<file path="config.mk">
export PLATFORM = sky130hd
export DESIGN_NAME = radix_integer_to_ascii
export DESIGN_NICKNAME = d
export VERILOG_FILES = /design/src/rtl/core/r2a_pkg.sv /design/src/rtl/core/r2a_cell.sv /design/src/rtl/core/radix_integer_to_ascii.sv
export SDC_FILE = /design/constraint.sdc
export NUM_CORES = 1
export LEC_CHECK = 0
export CAP_MARGIN = 0
export CORE_MARGIN = 2
export CORE_UTILIZATION = 40
export DETAILED_ROUTE_END_ITERATION = 6
export DONT_BUFFER_PORTS = 1
export PLACE_DENSITY = 0.54
export SYNTH_ARGS = -nofsm -noshare
export SYNTH_HDL_FRONTEND = slang
export SYNTH_SLANG_ARGS = --single-unit
export TNS_END_PERCENT = 100
</file>
<file path="constraint.sdc">
create_clock -name clk -period 4.21 [get_ports clk]
set_clock_uncertainty 0.2 [all_clocks]
set_input_delay 1.263 -clock clk [delete_from_list [all_inputs] [get_ports clk]]
set_output_delay 1.263 -clock clk [all_outputs]
set_load 0.01 [all_outputs]
</file>
<file path="src/rtl/core/r2a_pkg.sv">
// ----------------------------------------------------------------------------
// r2a_pkg: shared types and constants for the radix integer to ASCII block
// Holds the digit and character types, the control bundle that drives the
// digit cells, and the digit to character mapping.
// ----------------------------------------------------------------------------
package r2a_pkg;

    // Default sizes, handed to the top level as parameter defaults.
    localparam int VALUE_BITS_DEF = 31;
    localparam int MAX_DIGITS_DEF = 31;

    // A digit of any radix up to 36 fits in six bits, a character in seven.
    localparam int DIGIT_W = 6;
    localparam int CHAR_W  = 7;

    typedef logic [DIGIT_W-1:0] digit_t;
    typedef logic [CHAR_W-1:0]  char_t;

    // Legal radix range.
    localparam digit_t RADIX_MIN = 6'd2;
    localparam digit_t RADIX_MAX = 6'd36;

    // Character mapping constants.
    localparam digit_t DEC_LIMIT  = 6'd10;
    localparam char_t  CHAR_ZERO  = 7'h30;
    localparam char_t  CHAR_ALPHA = 7'h41;
    localparam char_t  CHAR_NONE  = 7'h00;

    // Control broadcast from the sequencer to every digit cell.
    typedef struct packed {
        logic clear;   // zero the digit ahead of a new conversion
        logic shift;   // move digits one cell toward the most significant end
    } cell_ctrl_t;

    // Map a digit value to its ASCII character: 0-9, then A-Z.
    function automatic char_t digit_to_char(input digit_t d);
        char_t ext;
        ext = {1'b0, d};
        if (d < DEC_LIMIT)
        begin
            digit_to_char = CHAR_ZERO + ext;
        end
        else
        begin
            digit_to_char = CHAR_ALPHA + ext - {1'b0, DEC_LIMIT};
        end
    endfunction

endpackage

</file>
<file path="src/rtl/core/r2a_cell.sv">
// ----------------------------------------------------------------------------
// r2a_cell: one digit cell of the radix conversion row
// Holds one digit of the result. While converting, it doubles its digit, adds
// the carry from the less significant neighbor and reduces modulo the radix,
// passing the carry on through a register. While skipping and emitting, it takes the digit
// of its less significant neighbor.
// ----------------------------------------------------------------------------
module r2a_cell (
    input  logic                clk,
    input  logic                rst_n,
    input  r2a_pkg::cell_ctrl_t ctrl,
    input  r2a_pkg::digit_t     radix,
    input  logic                en_in,
    input  logic                carry_in,
    input  r2a_pkg::digit_t     digit_in,
    output logic                en_out,
    output logic                carry_out,
    output r2a_pkg::digit_t     digit_out
);

    logic [r2a_pkg::DIGIT_W:0] dbl;
    r2a_pkg::digit_t           diff;
    logic                      overflow;
    r2a_pkg::digit_t           digit_reg;
    r2a_pkg::digit_t           digit_next;
    logic                      en_reg;
    logic                      en_next;
    logic                      carry_reg;
    logic                      carry_next;

    // Doubled digit plus incoming bit, and its reduction by the radix.
    // The doubled value stays below twice the radix, so one subtract does,
    // and the reduced digit fits in the low bits of the difference.
    assign dbl      = {digit_reg, carry_in};
    assign diff     = dbl[r2a_pkg::DIGIT_W-1:0] - radix;
    assign overflow = (dbl >= {1'b0, radix});

    // Next digit, enable and carry.
    always_comb
    begin
        digit_next = digit_reg;
        carry_next = carry_reg;
        en_next    = en_in & ~ctrl.clear;
        if (ctrl.clear)
        begin
            digit_next = '0;
        end
        else if (ctrl.shift)
        begin
            digit_next = digit_in;
        end
        else if (en_in)
        begin
            digit_next = overflow ? diff
                                  : dbl[r2a_pkg::DIGIT_W-1:0];
            carry_next = overflow;
        end
    end

    // Enable pipeline toward the next cell.
    always_ff @(posedge clk or negedge rst_n)
    begin
        if (!rst_n)
        begin
            en_reg <= 1'b0;
        end
        else
        begin
            en_reg <= en_next;
        end
    end

    // Digit and carry.
    always_ff @(posedge clk)
    begin
        digit_reg <= digit_next;
        carry_reg <= carry_next;
    end

    assign en_out    = en_reg;
    assign carry_out = carry_reg;
    assign digit_out = digit_reg;

endmodule

</file>
<file path="src/rtl/core/radix_integer_to_ascii.sv">
// ----------------------------------------------------------------------------
// radix_integer_to_ascii: integer to ASCII digit string in radix 2 to 36
// Converts a nonnegative integer into its digits in a chosen radix and sends
// them as ASCII characters, most significant first.
// ----------------------------------------------------------------------------
// Usage:
//   The source channel (src_valid, src_ready, value, radix) takes one value
//   per transaction. src_ready is high only while the block is idle.
//   The destination channel (dst_valid, dst_ready, digit_char, last,
//   bad_radix) sends one character per transaction; last marks the final
//   character of a value. A radix outside 2 to 36 gives a single transaction
//   with bad_radix and last set and digit_char zero.
//   Timing: the value is fed bit by bit, most significant first, into a row
//   of MAX_DIGITS digit cells; the carries travel one cell per cycle, and the
//   conversion runs until the carry wave has passed the last cell. Leading zero
//   digits are then shifted out at one per cycle, and each digit is sent once
//   the output register is free. A bad radix goes straight to the output
//   register as a single transaction.
//   Results sit in an output register, so a stalled receiver only holds the
//   digit sequencer; the next value is taken once all digits have left the
//   cells. Reset empties the output register and returns to idle.
// ----------------------------------------------------------------------------
module radix_integer_to_ascii #(
    parameter int VALUE_BITS = r2a_pkg::VALUE_BITS_DEF,
    parameter int MAX_DIGITS = r2a_pkg::MAX_DIGITS_DEF
) (
    input  logic                  clk,
    input  logic                  rst_n,
    input  logic                  src_valid,
    output logic                  src_ready,
    input  logic [VALUE_BITS-1:0] value,
    input  r2a_pkg::digit_t       radix,
    output logic                  dst_valid,
    input  logic                  dst_ready,
    output r2a_pkg::char_t        digit_char,
    output logic                  last,
    output logic                  bad_radix
);

    localparam int CNT_W = $clog2(VALUE_BITS + MAX_DIGITS);
    localparam int REM_W = $clog2(MAX_DIGITS + 1);
    localparam logic [CNT_W-1:0] FEED_END  = CNT_W'(VALUE_BITS);
    localparam logic [CNT_W-1:0] CONV_LAST = CNT_W'(VALUE_BITS + MAX_DIGITS - 2);
    localparam logic [REM_W-1:0] REM_FULL  = REM_W'(MAX_DIGITS);
    localparam logic [REM_W-1:0] REM_ONE   = REM_W'(1);

    // Sequencer states.
    localparam logic [2:0] S_IDLE = 3'd0;
    localparam logic [2:0] S_CONV = 3'd1;
    localparam logic [2:0] S_SKIP = 3'd2;
    localparam logic [2:0] S_EMIT = 3'd3;
    localparam logic [2:0] S_BAD  = 3'd4;

    logic [2:0]            state_reg;
    logic [2:0]            state_next;
    logic [CNT_W-1:0]      cnt_reg;
    logic [CNT_W-1:0]      cnt_next;
    logic [REM_W-1:0]      rem_reg;
    logic [REM_W-1:0]      rem_next;
    logic [VALUE_BITS-1:0] value_reg;
    logic [VALUE_BITS-1:0] value_next;
    r2a_pkg::digit_t       radix_reg;
    r2a_pkg::digit_t       radix_next;
    logic                  out_valid_reg;
    logic                  out_valid_next;
    r2a_pkg::char_t        char_reg;
    r2a_pkg::char_t        char_next;
    logic                  last_reg;
    logic                  last_next;
    logic                  bad_reg;
    logic                  bad_next;

    logic                  accept;
    logic                  radix_ok;
    logic                  slot_free;
    logic                  feed_en;
    r2a_pkg::digit_t       top_digit;
    r2a_pkg::cell_ctrl_t   ctrl;

    logic                  en_chain    [0:MAX_DIGITS];
    logic                  carry_chain [0:MAX_DIGITS];
    r2a_pkg::digit_t       digit_chain [0:MAX_DIGITS];

    assign src_ready = (state_reg == S_IDLE);
    assign accept    = src_valid & src_ready;
    assign radix_ok  = (radix >= r2a_pkg::RADIX_MIN) && (radix <= r2a_pkg::RADIX_MAX);
    assign slot_free = ~out_valid_reg | dst_ready;
    assign feed_en   = (state_reg == S_CONV) && (cnt_reg < FEED_END);
    assign top_digit = digit_chain[MAX_DIGITS];

    // Row of digit cells; cell 0 is the least significant digit.
    assign en_chain[0]    = feed_en;
    assign carry_chain[0] = value_reg[VALUE_BITS-1];
    assign digit_chain[0] = '0;

    for (genvar i = 0; i < MAX_DIGITS; i++)
    begin : g_cell
        r2a_cell u_cell (
            .clk       (clk),
            .rst_n     (rst_n),
            .ctrl      (ctrl),
            .radix     (radix_reg),
            .en_in     (en_chain[i]),
            .carry_in  (carry_chain[i]),
            .digit_in  (digit_chain[i]),
            .en_out    (en_chain[i+1]),
            .carry_out (carry_chain[i+1]),
            .digit_out (digit_chain[i+1])
        );
    end

    // Sequencer and output register loading.
    always_comb
    begin
        state_next     = state_reg;
        cnt_next       = cnt_reg;
        rem_next       = rem_reg;
        value_next     = value_reg;
        radix_next     = radix_reg;
        out_valid_next = out_valid_reg & ~dst_ready;
        char_next      = char_reg;
        last_next      = last_reg;
        bad_next       = bad_reg;
        ctrl.clear     = 1'b0;
        ctrl.shift     = 1'b0;

        case (state_reg)
            S_IDLE:
            begin
                if (accept)
                begin
                    value_next = value;
                    radix_next = radix;
                    cnt_next   = '0;
                    if (radix_ok)
                    begin
                        ctrl.clear = 1'b1;
                        state_next = S_CONV;
                    end
                    else
                    begin
                        state_next = S_BAD;
                    end
                end
            end
            S_CONV:
            begin
                value_next = {value_reg[VALUE_BITS-2:0], 1'b0};
                cnt_next   = cnt_reg + 1'b1;
                if (cnt_reg == CONV_LAST)
                begin
                    rem_next   = REM_FULL;
                    state_next = S_SKIP;
                end
            end
            S_SKIP:
            begin
                // Drop leading zeros, but always keep one digit.
                if ((top_digit == '0) && (rem_reg != REM_ONE))
                begin
                    ctrl.shift = 1'b1;
                    rem_next   = rem_reg - 1'b1;
                end
                else
                begin
                    state_next = S_EMIT;
                end
            end
            S_EMIT:
            begin
                if (slot_free)
                begin
                    out_valid_next = 1'b1;
                    char_next      = r2a_pkg::digit_to_char(top_digit);
                    last_next      = (rem_reg == REM_ONE);
                    bad_next       = 1'b0;
                    ctrl.shift     = 1'b1;
                    rem_next       = rem_reg - 1'b1;
                    if (rem_reg == REM_ONE)
                    begin
                        state_next = S_IDLE;
                    end
                end
            end
            S_BAD:
            begin
                if (slot_free)
                begin
                    out_valid_next = 1'b1;
                    char_next      = r2a_pkg::CHAR_NONE;
                    last_next      = 1'b1;
                    bad_next       = 1'b1;
                    state_next     = S_IDLE;
                end
            end
            default:
            begin
                state_next = S_IDLE;
            end
        endcase
    end

    // Control registers.
    always_ff @(posedge clk or negedge rst_n)
    begin
        if (!rst_n)
        begin
            state_reg     <= S_IDLE;
            cnt_reg       <= '0;
            rem_reg       <= '0;
            out_valid_reg <= 1'b0;
        end
        else
        begin
            state_reg     <= state_next;
            cnt_reg       <= cnt_next;
            rem_reg       <= rem_next;
            out_valid_reg <= out_valid_next;
        end
    end

    // Payload registers.
    always_ff @(posedge clk)
    begin
        value_reg <= value_next;
        radix_reg <= radix_next;
        char_reg  <= char_next;
        last_reg  <= last_next;
        bad_reg   <= bad_next;
    end

    assign dst_valid  = out_valid_reg;
    assign digit_char = char_reg;
    assign last       = last_reg;
    assign bad_radix  = bad_reg;

    // An error transaction is always a lone, final, blank character.
    a_bad_is_last: assert property (@(posedge clk) disable iff (!rst_n)
        (dst_valid && bad_radix) |-> (last && (digit_char == r2a_pkg::CHAR_NONE)))
        else $error("bad radix transaction without last or with a character");

    // A digit transaction carries a printable digit character.
    a_digit_char: assert property (@(posedge clk) disable iff (!rst_n)
        (dst_valid && !bad_radix) |-> (digit_char >= r2a_pkg::CHAR_ZERO))
        else $error("digit transaction below the digit range");

    // The digit count is spent exactly when the sequencer returns to idle.
    a_idle_rem: assert property (@(posedge clk) disable iff (!rst_n)
        (state_reg == S_IDLE) |-> (rem_reg == '0))
        else $error("digits left over in idle");

    // While skipping or emitting, at least one digit remains.
    a_rem_live: assert property (@(posedge clk) disable iff (!rst_n)
        ((state_reg == S_SKIP) || (state_reg == S_EMIT)) |-> (rem_reg != '0))
        else $error("digit count ran out before the last character");

    // The conversion counter never runs past the end of the carry wave.
    a_conv_cnt: assert property (@(posedge clk) disable iff (!rst_n)
        (state_reg == S_CONV) |-> (cnt_reg <= CONV_LAST))
        else $error("conversion counter overran");

endmodule

</file>
After elaboration in Yosys (flattened, before gate mapping)
Index checks and enable logic that the tools add are counted.
W data, S select, Z words.
{"block": "op_classes", "add_sub_neg": 36, "magnitude_cmp": 35, "eq_ne": 14, "muxes": 124, "n_bitwise": 37, "n_reduce_logical": 75}
{"op": "$mux W6", "n": 92}
{"op": "$ge A7 B6 Y1", "n": 31}
{"op": "$sub A6 B6 Y6", "n": 31}
{"op": "$reduce_and A3 Y1", "n": 31}
{"op": "$reduce_bool A2 Y1", "n": 32}
{"op": "$pmux W31 S2", "n": 1}
{"op": "$and A1 B1 Y1", "n": 32}
{"op": "$mux W31", "n": 1}
{"op": "$mux W3", "n": 7}
{"op": "$mux W7", "n": 3}
{"op": "$mux W5", "n": 3}
{"op": "$pmux W3 S5", "n": 1}
{"op": "$pmux W5 S3", "n": 1}
{"op": "$pmux W7 S2", "n": 1}
{"op": "$pmux W6 S2", "n": 1}
{"op": "$mux W1", "n": 10}
{"op": "$ne A2 B2 Y1 const B", "n": 5}
{"op": "$add A6 B6 Y7 const A", "n": 1}
{"op": "$add A7 B6 Y7 const A", "n": 1}
{"op": "$sub A7 B4 Y7 const B", "n": 1}
{"op": "$add A6 B1 Y6 const B", "n": 1}
{"op": "$eq A3 B2 Y1 const B", "n": 2}
{"op": "$eq A6 B6 Y1 const B", "n": 1}
{"op": "$ge A6 B2 Y1 const B", "n": 1}
{"op": "other kinds (20)", "n": 30}
{"block": "word_totals", "reg_bits": 307, "output_inout_bits": 11, "elab_cells": 421}

Longest topological paths before layout
{"block": "logic_depth", "depth_word": 7, "ltp_mapped": 10, "mapped_depth_nobuf": 10}

Modules after synthesis
From an unflattened synthesis, not the netlist that was laid out.
{"block": "unflattened", "hier_cells": 2622, "hier_area_um2": 24131.9}
{"mod": "r2a_cell (g_cell[19].u_cell ...)", "n_inst": 17, "cells_each": 72, "area_per_inst_um2": 671.9}
{"mod": "r2a_cell (g_cell[0].u_cell ...)", "n_inst": 14, "cells_each": 79, "area_per_inst_um2": 694.4}
{"mod": "radix_integer_to_ascii", "n_inst": 1, "cells_each": 292, "area_per_inst_um2": 2987.9}

Least setup slack after synthesis
No wires, ideal clock.
{"block": "synth_timing", "kind": "register to register", "startpoint": "reg radix_reg[1]", "endpoint": "reg g_cell[21].u_cell.digit_reg[0]", "t_arrival_ns": 3.810, "setup_slack_ns": 0.130, "stages_incl_launch_ff": 10, "n_path_buf": 0, "synth_period_minus_slack_ns": 4.080, "cell_sequence": "edfxtp_1 -> inv_1 -> ha_1 -> nor2b_1 -> o31a_1 -> o311ai_1 -> and2_1 -> inv_1 -> a211o_1 -> a21oi_1"}
{"block": "synth_between", "elab_chain_len": 4}
{"item": "start, declared", "line_no": "radix_integer_to_ascii.sv:62", "text": "r2a_pkg::digit_t radix_reg;"}
{"item": "start signal, assigned", "line_no": "radix_integer_to_ascii.sv:226", "text": "radix_reg <= radix_next;"}
{"item": "$ge A7 B6 Y1", "line_no": "r2a_cell.sv:36", "text": "assign overflow = (dbl >= {1'b0, radix});"}
{"item": "named net g_cell[21].u_cell.overflow", "line_no": "r2a_cell.sv:23", "text": "logic overflow;"}
{"item": "$mux W6", "line_no": "r2a_cell.sv:54", "text": "digit_next = overflow ? diff"}
{"item": "$mux W6", "line_no": "r2a_cell.sv:52", "text": "else if (en_in)"}
{"item": "$mux W6", "line_no": "r2a_cell.sv:48", "text": "else if (ctrl.shift)"}
{"item": "end signal, assigned", "line_no": "r2a_cell.sv:76", "text": "digit_reg <= digit_next;"}
{"item": "end, declared", "line_no": "r2a_cell.sv:24", "text": "r2a_pkg::digit_t digit_reg;"}
The timed path passes the listed nets, and every way through them passes these cells. The select of a mux whose other input is x is not followed.
A chain may end at the register's enable or synchronous reset.

Worst setup path in the final report
{"block": "layout_timing", "startpoint": "reg radix_reg[1]", "endpoint": "reg g_cell[6].u_cell.digit_reg[0]"}
{"block": "layout_between", "elab_chain_len": 4}
{"item": "$ge A7 B6 Y1", "line_no": "r2a_cell.sv:36"}
{"item": "named net g_cell[6].u_cell.overflow", "line_no": "r2a_cell.sv:23"}
{"item": "$mux W6", "line_no": "r2a_cell.sv:54"}
{"item": "$mux W6", "line_no": "r2a_cell.sv:52"}
{"item": "$mux W6", "line_no": "r2a_cell.sv:48"}
{"item": "end signal, assigned", "line_no": "r2a_cell.sv:76"}
{"item": "end, declared", "line_no": "r2a_cell.sv:24"}
The timed path passes the listed nets, and every way through them passes these cells. The select of a mux whose other input is x is not followed.

==> run metrics <==
status=completed; first-pass GRT wire length=99.5 mm; DRC viols=0; gpl congestion=0.827; Mapped Cells=2638; Synth Area in Adders=13.7%; via density per instance=5.76; clk slew on worst S/H paths=0.05 ns; worst setup margin=0.834 ns; #FFs+latches synth=307; Main synth FF type=dfxtp_1; post-CTS repair timing setup buffer count=0; Place WS=0.632 ns; starting DRC count in detailed routing=1335; Clk network pwr share=15.1%; Mapped Nets=2903; Die Footprint=0.0571 sq mm; via count=19.3k; yosys warns=0; Layout Nets=2890; CP arrival=3.67 ns; antenna fix cells=0; cts bufs inserted=40; fin cells=3361; post-cts gate resize count=0; minimum period implied by the final worst setup slack=3.38 ns; largest family of logic cells by synthesized area=compound AO/OA/AOI/OAI gates; Worst VDD drop=0.454 mV; CP max FO=24; Fin. Hold Viols=0; power per cell area=917 mW/mm^2; FILL cells=5393; pins over their slew limit=0; vias in the first global route=18.9k; Compound-Gate Fraction of Synth Area=27.5%; Setup Viol. Count Final=0; layout cells sized above 1=5.12%; Sw Share=45.8%; sequential group share of total power=28.7%; required time of the critical path=4.50 ns; TritonCTS clock tree=done; Clock Root Buffer=clkbuf_16; post-route clock period utilization=80.2%; Worst Hold Class=in -> async; most frequent cells in the layout=nand2_1, o21ai_0, a21oi_1, nor2_1, ha_1; CORE AREA=0.0549 sq mm; Internal Power=12100 uW; antenna-violating nets left=0; Longest Clk Path Bufs=3; most common cell after layout, fill and taps aside=nand2_1; row count=86; CP cell instances=inv_4, ha_1, nor2b_1, o31a_1, o311ai_1, and2_1, inv_1, a211o_1, a21oi_1; hold buffers post-CTS=0; RSZ-0062 raised after global routing=false; largest net degree at the start of global routing=79; setup TNS=0 ns; number of enable flip-flop cells after synthesis=76; Register-to-Register Path Depth=9; Switch Pwr=10200 uW; FFs w/ async S/R, synth=14.7%; leak pwr=0.0104 uW; # clock sinks=307; CP startpoint=radix_reg[1]$_DFFE_PP_; I/O pin cnt=52; Worst Setup Start Kind=register; mux cell area share after synthesis=3.79%; Critical Path Max Stage Delay=0.54 ns; slowest cell on the critical path=edfxtp_1; Total Wirelength=60.7 mm; H-tree levels=2; Netlist cell types=78; XOR/XNOR Fraction of Synth Area=3.41%; Die H=239 microns; max reg flops=186; WL/cell=18.1 microns; clock latency on the worst-skew pair=0.56 ns; placed cells=3287; combinational share of power=56.2%; Syn Area/Cell=8.37 sq um; critical path class=reg -> reg; antenna violations before repair=1; Max-Cap Viols=0; Post-Synth Simple-Gate Area=14.8%; register area share after synthesis=32.3%; I/O Buffers=0; gr ovfl total=0; worst slew pin tran=0.903 ns; reg2reg start=radix_reg[1]$_DFFE_PP_; area grow syn2layout=9.99%; CP endpoint kind=register; synthesized area=0.0221 sq mm; Pre-antenna DRT Iters=6; Final HPWL DP=40.2 mm; WHS=0.201 ns; Pwr Total=22300 uW; f_max=296 MHz; Starting Density=40.2%; width of the die=239 microns; Slew headroom=39.8%; global-route total usage across every layer=21.3%
logic make-up after synthesis:
family | Yosys count
adder cells (fa/ha/maj) | 224
XOR/XNOR | 86
flip-flops | 307
AND/OR/NAND/NOR | 716
buffers and inverters | 256
AO/OA/AOI/OAI | 966
multiplexers | 83
cells in the mapped netlist, types with 9 or more instances:
| master | n | area [sq um] |
|---|---|---|
| a311oi_1 | 11 | 96.3 |
| a32oi_1 | 13 | 114 |
| inv_1 | 155 | 582 |
| a22o_1 | 10 | 87.6 |
| fa_1 | 31 | 621 |
| o211ai_1 | 32 | 240 |
| a211o_1 | 10 | 87.6 |
| nor4_1 | 10 | 62.6 |
| a31oi_1 | 53 | 332 |
| xor2_1 | 49 | 429 |
| nand2b_1 | 68 | 425 |
| o2111a_1 | 9 | 101 |
| nand2_1 | 270 | 1010 |
| nor3_1 | 23 | 115 |
| o22ai_1 | 9 | 56.3 |
| xnor2_1 | 37 | 324 |
| o21a_1 | 44 | 330 |
| nand3_1 | 50 | 250 |
| mux2i_1 | 78 | 781 |
| a221oi_1 | 10 | 87.6 |
| clkbuf_1 | 74 | 278 |
| o31ai_1 | 11 | 82.6 |
| dfrtp_1 | 45 | 1130 |
| ha_1 | 193 | 2410 |
| or3_1 | 21 | 131 |
| a21oi_1 | 241 | 1210 |
| or2_2 | 11 | 68.8 |
| o31a_1 | 9 | 78.8 |
| buf_2 | 15 | 75.1 |
| nor2_1 | 202 | 758 |
| edfxtp_1 | 76 | 2280 |
| o21ai_1 | 22 | 110 |
| dfxtp_1 | 186 | 3720 |
| nor2b_1 | 9 | 56.3 |
| o311ai_0 | 11 | 96.3 |
| a21o_1 | 107 | 803 |
| a211oi_1 | 51 | 383 |
| o21ai_0 | 268 | 1340 |
final timing paths:
path                                                                   end  slack, ns
min in group clk                g_cell[1].u_cell.digit_out[5]$_SDFFE_PP0P_       0.28
worst min register to register  g_cell[1].u_cell.digit_out[5]$_SDFFE_PP0P_       0.28
max in group asynchronous               g_cell[28].u_cell.en_out$_DFF_PN0_       3.48
worst min-delay path                                cnt_reg[1]$_DFFE_PN0P_       0.20
worst max register to register  g_cell[6].u_cell.digit_out[0]$_SDFFE_PP0P_       0.83
worst max-delay path            g_cell[6].u_cell.digit_out[0]$_SDFFE_PP0P_       0.83
metrics by stage:
step	util [%]	instance area, sq um
after floorplan	-	22100
after global placement	41.9	23000
after global routing	44.2	24300
after detailed placement	41.9	23000
after CTS	44.2	24300
final	44.2	24300
power by group through the flow:
stage,combinational (uW),sequential [uW],clock [uW]
after floorplan,10100,5670,0
after global placement,12200,6420,0
after detailed placement,12400,6430,0
after CTS,12500,6380,3450
after global routing,14200,6630,3560
final,12500,6390,3350
cell type report:
type / instances / area [sq um] / share of cell area (%)
multi-input cells: 2075 / 14000 / 57.6
flip-flops and latches: 307 / 7130 / 29.4
clock buffers: 60 / 1160 / 4.77
well taps: 704 / 881 / 3.63
inverters: 157 / 592 / 2.44
repair buffers: 44 / 418 / 1.72
clock inverters: 14 / 109 / 0.448
critical path, delay by kind of cell, from the launching register on:
kind | cells | cell delay [ns]
compound gates | 4 | 1.18
buf+inv | 2 | 0.62
flops | 1 | 0.54
simple gates | 2 | 0.39
fa+ha+maj | 1 | 0.35
layer usage:
layer	routed length (microns)	track usage (%)	up-vias
met5	13	0	-
met4	1240	6.04	2
met3	2420	2.66	82
met2	28600	36.2	374
met1	28500	28.4	9245
li1	-	-	9640
Power figures use the tool's default switching activity.
